**src/hdl/hrq_pkg.sv**
```systemverilog
// Shared constants, codes and controller/datapath interface types for the ring queue.
`timescale 1ns / 1ps

package hrq_pkg;

   localparam int HRQ_DEPTH_DEFAULT = 64;
   localparam int ADDR_W            = 64;
   localparam int SLOT_W            = 6;
   localparam int INDEX_W           = 6;

   // request modes
   localparam logic [1:0] MODE_LOOKUP = 2'd0;
   localparam logic [1:0] MODE_ADD    = 2'd1;
   localparam logic [1:0] MODE_REMOVE = 2'd2;

   // response status codes
   localparam logic [1:0] ST_OK    = 2'd0;
   localparam logic [1:0] ST_MISS  = 2'd1;
   localparam logic [1:0] ST_FULL  = 2'd2;
   localparam logic [1:0] ST_EMPTY = 2'd3;

   typedef enum logic [2:0] {
      S_CLEAR = 3'b001,
      S_IDLE  = 3'b010,
      S_SCAN  = 3'b100
   } state_type;

   // controller -> datapath
   typedef struct packed {
      logic       clear_step;
      logic       load;
      logic       scan_free;
      logic       scan_step;
      logic       commit_add;
      logic       commit_remove;
      logic       respond;
      logic       resp_hit;
      logic [1:0] resp_status;
   } cmd_type;

   // datapath -> controller
   typedef struct packed {
      logic clear_last;
      logic lookup_empty;
      logic add_blocked;
      logic remove_empty;
      logic slot_ok;
      logic scan_hit;
      logic scan_done;
   } sts_type;

endpackage

```
**src/hdl/hrq_ctrl.sv**
```systemverilog
// Sequencer for the ring queue: clearing pass, request decode and scan control.
`timescale 1ns / 1ps

module hrq_ctrl import hrq_pkg::*; (
   input  logic       clock,
   input  logic       reset,
   input  logic       start,
   input  logic [1:0] req_mode,
   input  sts_type    sts,
   output cmd_type    cmd,
   output logic       busy
);

   state_type state_ff, state_in;
   logic      op_add_ff, op_add_in;

   always_comb begin
      cmd       = '0;
      state_in  = state_ff;
      op_add_in = op_add_ff;
      unique case (state_ff)
         S_CLEAR: begin
            cmd.clear_step = 1'b1;
            if (sts.clear_last) begin
               state_in = S_IDLE;
            end
         end
         S_IDLE: begin
            if (start) begin
               unique case (req_mode)
                  MODE_LOOKUP: begin
                     if (sts.lookup_empty) begin
                        cmd.respond     = 1'b1;
                        cmd.resp_status = ST_MISS;
                     end else begin
                        cmd.load  = 1'b1;
                        op_add_in = 1'b0;
                        state_in  = S_SCAN;
                     end
                  end
                  MODE_ADD: begin
                     if (sts.add_blocked) begin
                        cmd.respond     = 1'b1;
                        cmd.resp_status = ST_FULL;
                     end else begin
                        cmd.load      = 1'b1;
                        cmd.scan_free = 1'b1;
                        op_add_in     = 1'b1;
                        state_in      = S_SCAN;
                     end
                  end
                  MODE_REMOVE: begin
                     cmd.respond = 1'b1;
                     if (sts.remove_empty) begin
                        cmd.resp_status = ST_EMPTY;
                     end else if (sts.slot_ok) begin
                        cmd.commit_remove = 1'b1;
                        cmd.resp_status   = ST_OK;
                     end else begin
                        cmd.resp_status = ST_MISS;
                     end
                  end
                  default: begin
                     cmd.respond     = 1'b1;
                     cmd.resp_status = ST_MISS;
                  end
               endcase
            end
         end
         S_SCAN: begin
            cmd.scan_step = 1'b1;
            if (sts.scan_hit) begin
               cmd.respond     = 1'b1;
               cmd.resp_hit    = 1'b1;
               cmd.resp_status = ST_OK;
               cmd.commit_add  = op_add_ff;
               state_in        = S_IDLE;
            end else if (sts.scan_done) begin
               cmd.respond     = 1'b1;
               cmd.resp_status = op_add_ff ? ST_FULL : ST_MISS;
               state_in        = S_IDLE;
            end
         end
         default: begin
            state_in = S_IDLE;
         end
      endcase
   end

   always_ff @(posedge clock) begin
      if (reset) begin
         state_ff  <= S_CLEAR;
         op_add_ff <= 1'b0;
      end else begin
         state_ff  <= state_in;
         op_add_ff <= op_add_in;
      end
   end

   assign busy = (state_ff != S_IDLE);

endmodule

```
**config.mk**
```make
export PLATFORM = sky130hd
export DESIGN_NAME = hrq_ctrl
export DESIGN_NICKNAME = d
export VERILOG_FILES = /design/src/hdl/hrq_pkg.sv /design/src/hdl/hrq_ctrl.sv
export SDC_FILE = /design/constraint.sdc
export NUM_CORES = 1
export LEC_CHECK = 0
export BUFFER_PORTS_ARGS = -buffer_cell sky130_fd_sc_hd__buf_2
export CORE_AREA = 2 2 39 41
export CTS_BUF_LIST = sky130_fd_sc_hd__clkbuf_4
export CTS_CLUSTER_DIAMETER = 120
export DETAILED_ROUTE_END_ITERATION = 10
export DIE_AREA = 0 0 41 43
export PLACE_DENSITY_LB_ADDON = 0.12
export SLEW_MARGIN = 20
export SYNTH_ARGS = -nofsm -noshare
export SYNTH_HDL_FRONTEND = slang
export SYNTH_SLANG_ARGS = --single-unit
```
**constraint.sdc**
```tcl
create_clock -name clock -period 1.51 [get_ports clock]
set_clock_uncertainty 0.2 [all_clocks]
set_input_delay 0.151 -clock clock [delete_from_list [all_inputs] [get_ports clock]]
set_output_delay 0.151 -clock clock [all_outputs]
set_load 0.01 [all_outputs]
```
Word-level counts from Yosys, hierarchy flattened
Index checks and enable logic that the tools add are counted.

Equal/unequal tests: 14. Muxes and demuxes: 43. Reduce and logical (&&, ||, !) cells: 4.

Operator list (count): 2-bit two-way mux (11); 1-bit two-way mux (18); 3-bit two-way mux (6); 3-bit != test (second input constant) (3); 3-bit one-hot mux with 3 select lines (1); 2-bit != test (second input constant) (4); 1-bit one-hot mux with 2 select lines (4); 2-bit one-hot mux with 3 select lines (1); 3-bit one-hot mux with 2 select lines (1); 6-bit AND reduction (1); 5-bit AND reduction (1); 2-bit one-hot mux with 2 select lines (1); 3-bit by 1-bit equality test with 1-bit output (second input constant) (1); 3-bit by 2-bit equality test with 1-bit output (second input constant) (1); 3-bit equality test (second input constant) (1); 3-bit by 1-bit != test with 1-bit output (second input constant) (1); 3-bit by 2-bit != test with 1-bit output (second input constant) (1); 2-bit by 1-bit equality test with 1-bit output (second input constant) (1); 2-bit equality test (second input constant) (1); 2-bit logical NOT (1); 2-bit nonzero test (1).

Bits in registers: 4. Bits of input ports: 12. Output and inout bits: 11. Logic and storage cells: 63.

Depth between registers and ports, before layout
Word-level depth: 5. Gate-level depth with buffers: 4. Gate-level depth less buffers: 4.

Worst setup path before layout
Ideal clock, no wire load.

Path kind: reg2out. From: register state_ff[1]. To: output port cmd[1] in the netlist's numbering. Data arrival time: 1.306 ns. Data required time: 1.159 ns. Slack: -0.147 ns. Cell stages (with the launch flop): 4. Buffers on the path: 0. Cell sequence: dfxtp_1 > nor3b_1 > nand3b_1 > o22ai_1.

RTL lines: from (decl) (RTL line hrq_ctrl.sv:14) `state_type state_ff, state_in;`; from (signal assigned) (RTL line hrq_ctrl.sv:95) `state_ff <= state_in;`; to (decl) (RTL line hrq_ctrl.sv:10) `output cmd_type cmd,`.

==> metrics.cfg <==
[clock_tree]
path_clk_slew_ns=0.03
h-tree-depth=1
clock_path_buffers=2
cts_sinks=4
numCtsBuffers=3
insertion_delay_ns=0.23
root_buffer=clkbuf_4
cts_tree=built

[detailed_routing]
wire_per_inst_um=10.6
viasPerCell=4.70
firstDrtPassIters=4
drc_errors=0
route.final.wire_length_um=1090
ant_nets=0
dr.first_iter.drc_count=7
vias=479

[logic_synthesis]
synth_nets=52
ys_warn_count=0
synth-xor-area-share_pct=0
synth_top_family_by_area=simple AND/OR/NAND/NOR gates
synth_compound_gate_area_share_pct=22.8
ys_seq_area_share_pct=23.9
synth-simple-area-share_pct=47.8
yosysMostFrequentCell=inv_1
yosys.area.top_type=dfxtp_1
async_reset_ff_share_pct=0
synth_edf_count=0
ys.flop_type=dfxtp_1
yosys.area.top_type_share_pct=23.9
synth_area_leaders=dfxtp_1 24%, nand4bb_4 8.2%, inv_1 5.6%, o32ai_1 5.2%, and2b_1 4.5%
synth_area_per_cell_um2=8.38
synth_mux_area_share_pct=0
yosys-top-cells-count=5 x inv_1, 4 x dfxtp_1, 3 x nor2_1
ys_types=25
netlist_instances=40
synthAdderAreaFrac_pct=0
ys_seq_elements=4
synth_area_um2=335

[setup_path]
r2r_cells=5
path_max_fanout=2
required_ns=1.16
crit_chain=nand4bb_4 -> or4b_4 -> inv_2 -> buf_6
crit_path_max_incr_delay_ns=0.50
worstPathArrival_ns=1.43
crit_path_end_kind=primary output
crit_slowest_cell=or4b_4
critPathKind=reg2out
cp-start-kind=flip-flop

[worst_hold_path]
whs_path_depth=3
hold_path.class=in2reg

[run_status]
violations=negative setup slack
status=finished, violations left

[grt]
grt_pass1_vias=377
track_usage_pct=12.7
gr-total-overflow=0
grt_first_pass_wirelength_um=1520
antenna_found_initial=0
grt_max_degree=7

[timing]
timing.fmax_mhz=562
tns_ns=-2.16
timing.final.crit_share_pct=118
setup_slack_ns=-0.270
hold_viol_final=0
setup_viol=14
rsz0062_at_grt=true
finalCriticalPeriod_ns=1.78
slew_violations=0
worstMarginPinSlew_ns=0.233
slew-limit-headroom_pct=84.4

[final_layout]
layout.nets=100
fill_cells=135
area_delta_synth_final_pct=128
finalCoreUtilization_pct=55.3
drive_gt1_share_pct=69.8
num_antenna_cells=0

[job]
max_cap_viol_count=0

[pwr]
p_int_w=0.000315
pwr-share-clk_pct=29.8
power_frac_comb_pct=41.6
peakVddDrop_mv=0.690
p_switching_w=0.000116
switching_share_pct=26.9
seqPwrFrac_pct=28.7
powerDensity_nw_per_um2=564
power.leakage_nw=0.398

[floorplan]
start_util_pct=24.2
die_area_um2=1760
chipHeight_um=43
ioPinCount=23
fp.dieW_um=41
core_area_um2=1380
rows=14

[placed_design]
place_hpwl_um=767
port_buffers=22
gp_congestion=0.670

-- state kept, by name (all words and copies together) (netlist names) --
| name | cells |
|---|---|
| state_ff | 3 |
| op_add_ff | 1 |
-- area by class of cell --
cell class | count | area (um^2) | share of cell area, %
repair buffers | 43 | 325 | 42.5
multi-input cells | 31 | 294 | 38.4
flip-flops and latches | 4 | 85.1 | 11.1
clock buffers | 3 | 22.5 | 2.94
well taps | 16 | 20.0 | 2.61
inverters | 5 | 18.8 | 2.45
-- what timing repair did --
action,in CTS,in global routing
setup endpoints to repair,12,14
setup buffers,4,6
gates resized for setup,14,11
pin swaps,5,5
hold buffers,1,0
hold endpoints to repair,3,0
-- routing by layer --
| metal | GRT usage [%] | vias to the layer above | wire [um] |
|---|---|---|---|
| li1 | - | 241 | - |
| met1 | 17.0 | 224 | 467 |
| met2 | 17.2 | 14 | 547 |
| met3 | 6.28 | 0 | 70 |
| met4 | 4.00 | 0 | 0 |
| met5 | 0 | - | 0 |
-- placed cells by master (no fill, tap or decap) --
cell,instances
a2bb2oi_1,1
or4b_2,1
buf_2,18
a21oi_2,2
or4b_4,1
buf_4,12
nor2_1,3
buf_6,12
clkbuf_4,3
nand2_1,2
nand4bb_4,1
nand3b_1,1
nor4b_4,1
dfxtp_2,1
a211oi_1,1
and2b_2,1
a21o_1,1
dlygate4sd3_1,1
or2b_1,1
dfxtp_4,1
o32ai_2,1
and3_1,1
o21ai_1,2
inv_1,4
o22ai_1,1
a22o_1,1
and2_4,1
inv_2,1
dfxtp_1,2
or2_4,1
and2b_1,2
nor3b_4,2
o32ai_1,1
and3b_1,1
-- stage by stage --
| stage | area, um^2 | power (W) | setup WS [ns] | std cells | hold WS [ns] |
|---|---|---|---|---|---|
| floorplan | 348 | 0.000175 | -0.0521 | 40 | 0.0201 |
| global placement | 553 | 0.000237 | -0.104 | 88 | 0.179 |
| detailed placement | 553 | 0.000237 | -0.0998 | 88 | 0.183 |
| CTS | 676 | 0.000402 | -0.318 | 96 | 0.00418 |
| global route | 766 | 0.000462 | -0.324 | 102 | 0.0269 |
| finish | 766 | 0.000432 | -0.270 | 102 | 0.00532 |
-- worst max-delay path: cells and delay by family, from the launching register on --
family	cells	cell delay, ns
buffers and inverters	2	0.18
flip-flops	1	0.31
AND/OR/NAND/NOR	2	0.71
-- final timing paths --
check                           slack [ns]           to        start
worst max-delay path                 -0.27       cmd[8]  state_ff[2]
worst min-delay path                 0.005  state_ff[0]       sts[6]
worst max register to register       -0.24    op_add_ff  state_ff[2]
worst min register to register        0.43  state_ff[1]  state_ff[0]
-- cell families after synthesis --
group	Yosys count
AND/OR/NAND/NOR	20
buffers and inverters	5
AO/OA/AOI/OAI	11
flip-flops	4
-- power by group through the flow --
stage | sequential (W) | clock (W) | combinational [W]
floorplan | 0.000126 | 0 | 0.0000488
global placement | 0.000123 | 0 | 0.000114
detailed placement | 0.000124 | 0 | 0.000113
CTS | 0.000124 | 0.000134 | 0.000145
global route | 0.000124 | 0.000144 | 0.000194
finish | 0.000124 | 0.000128 | 0.000180
(Power assumes the default switching activity.)
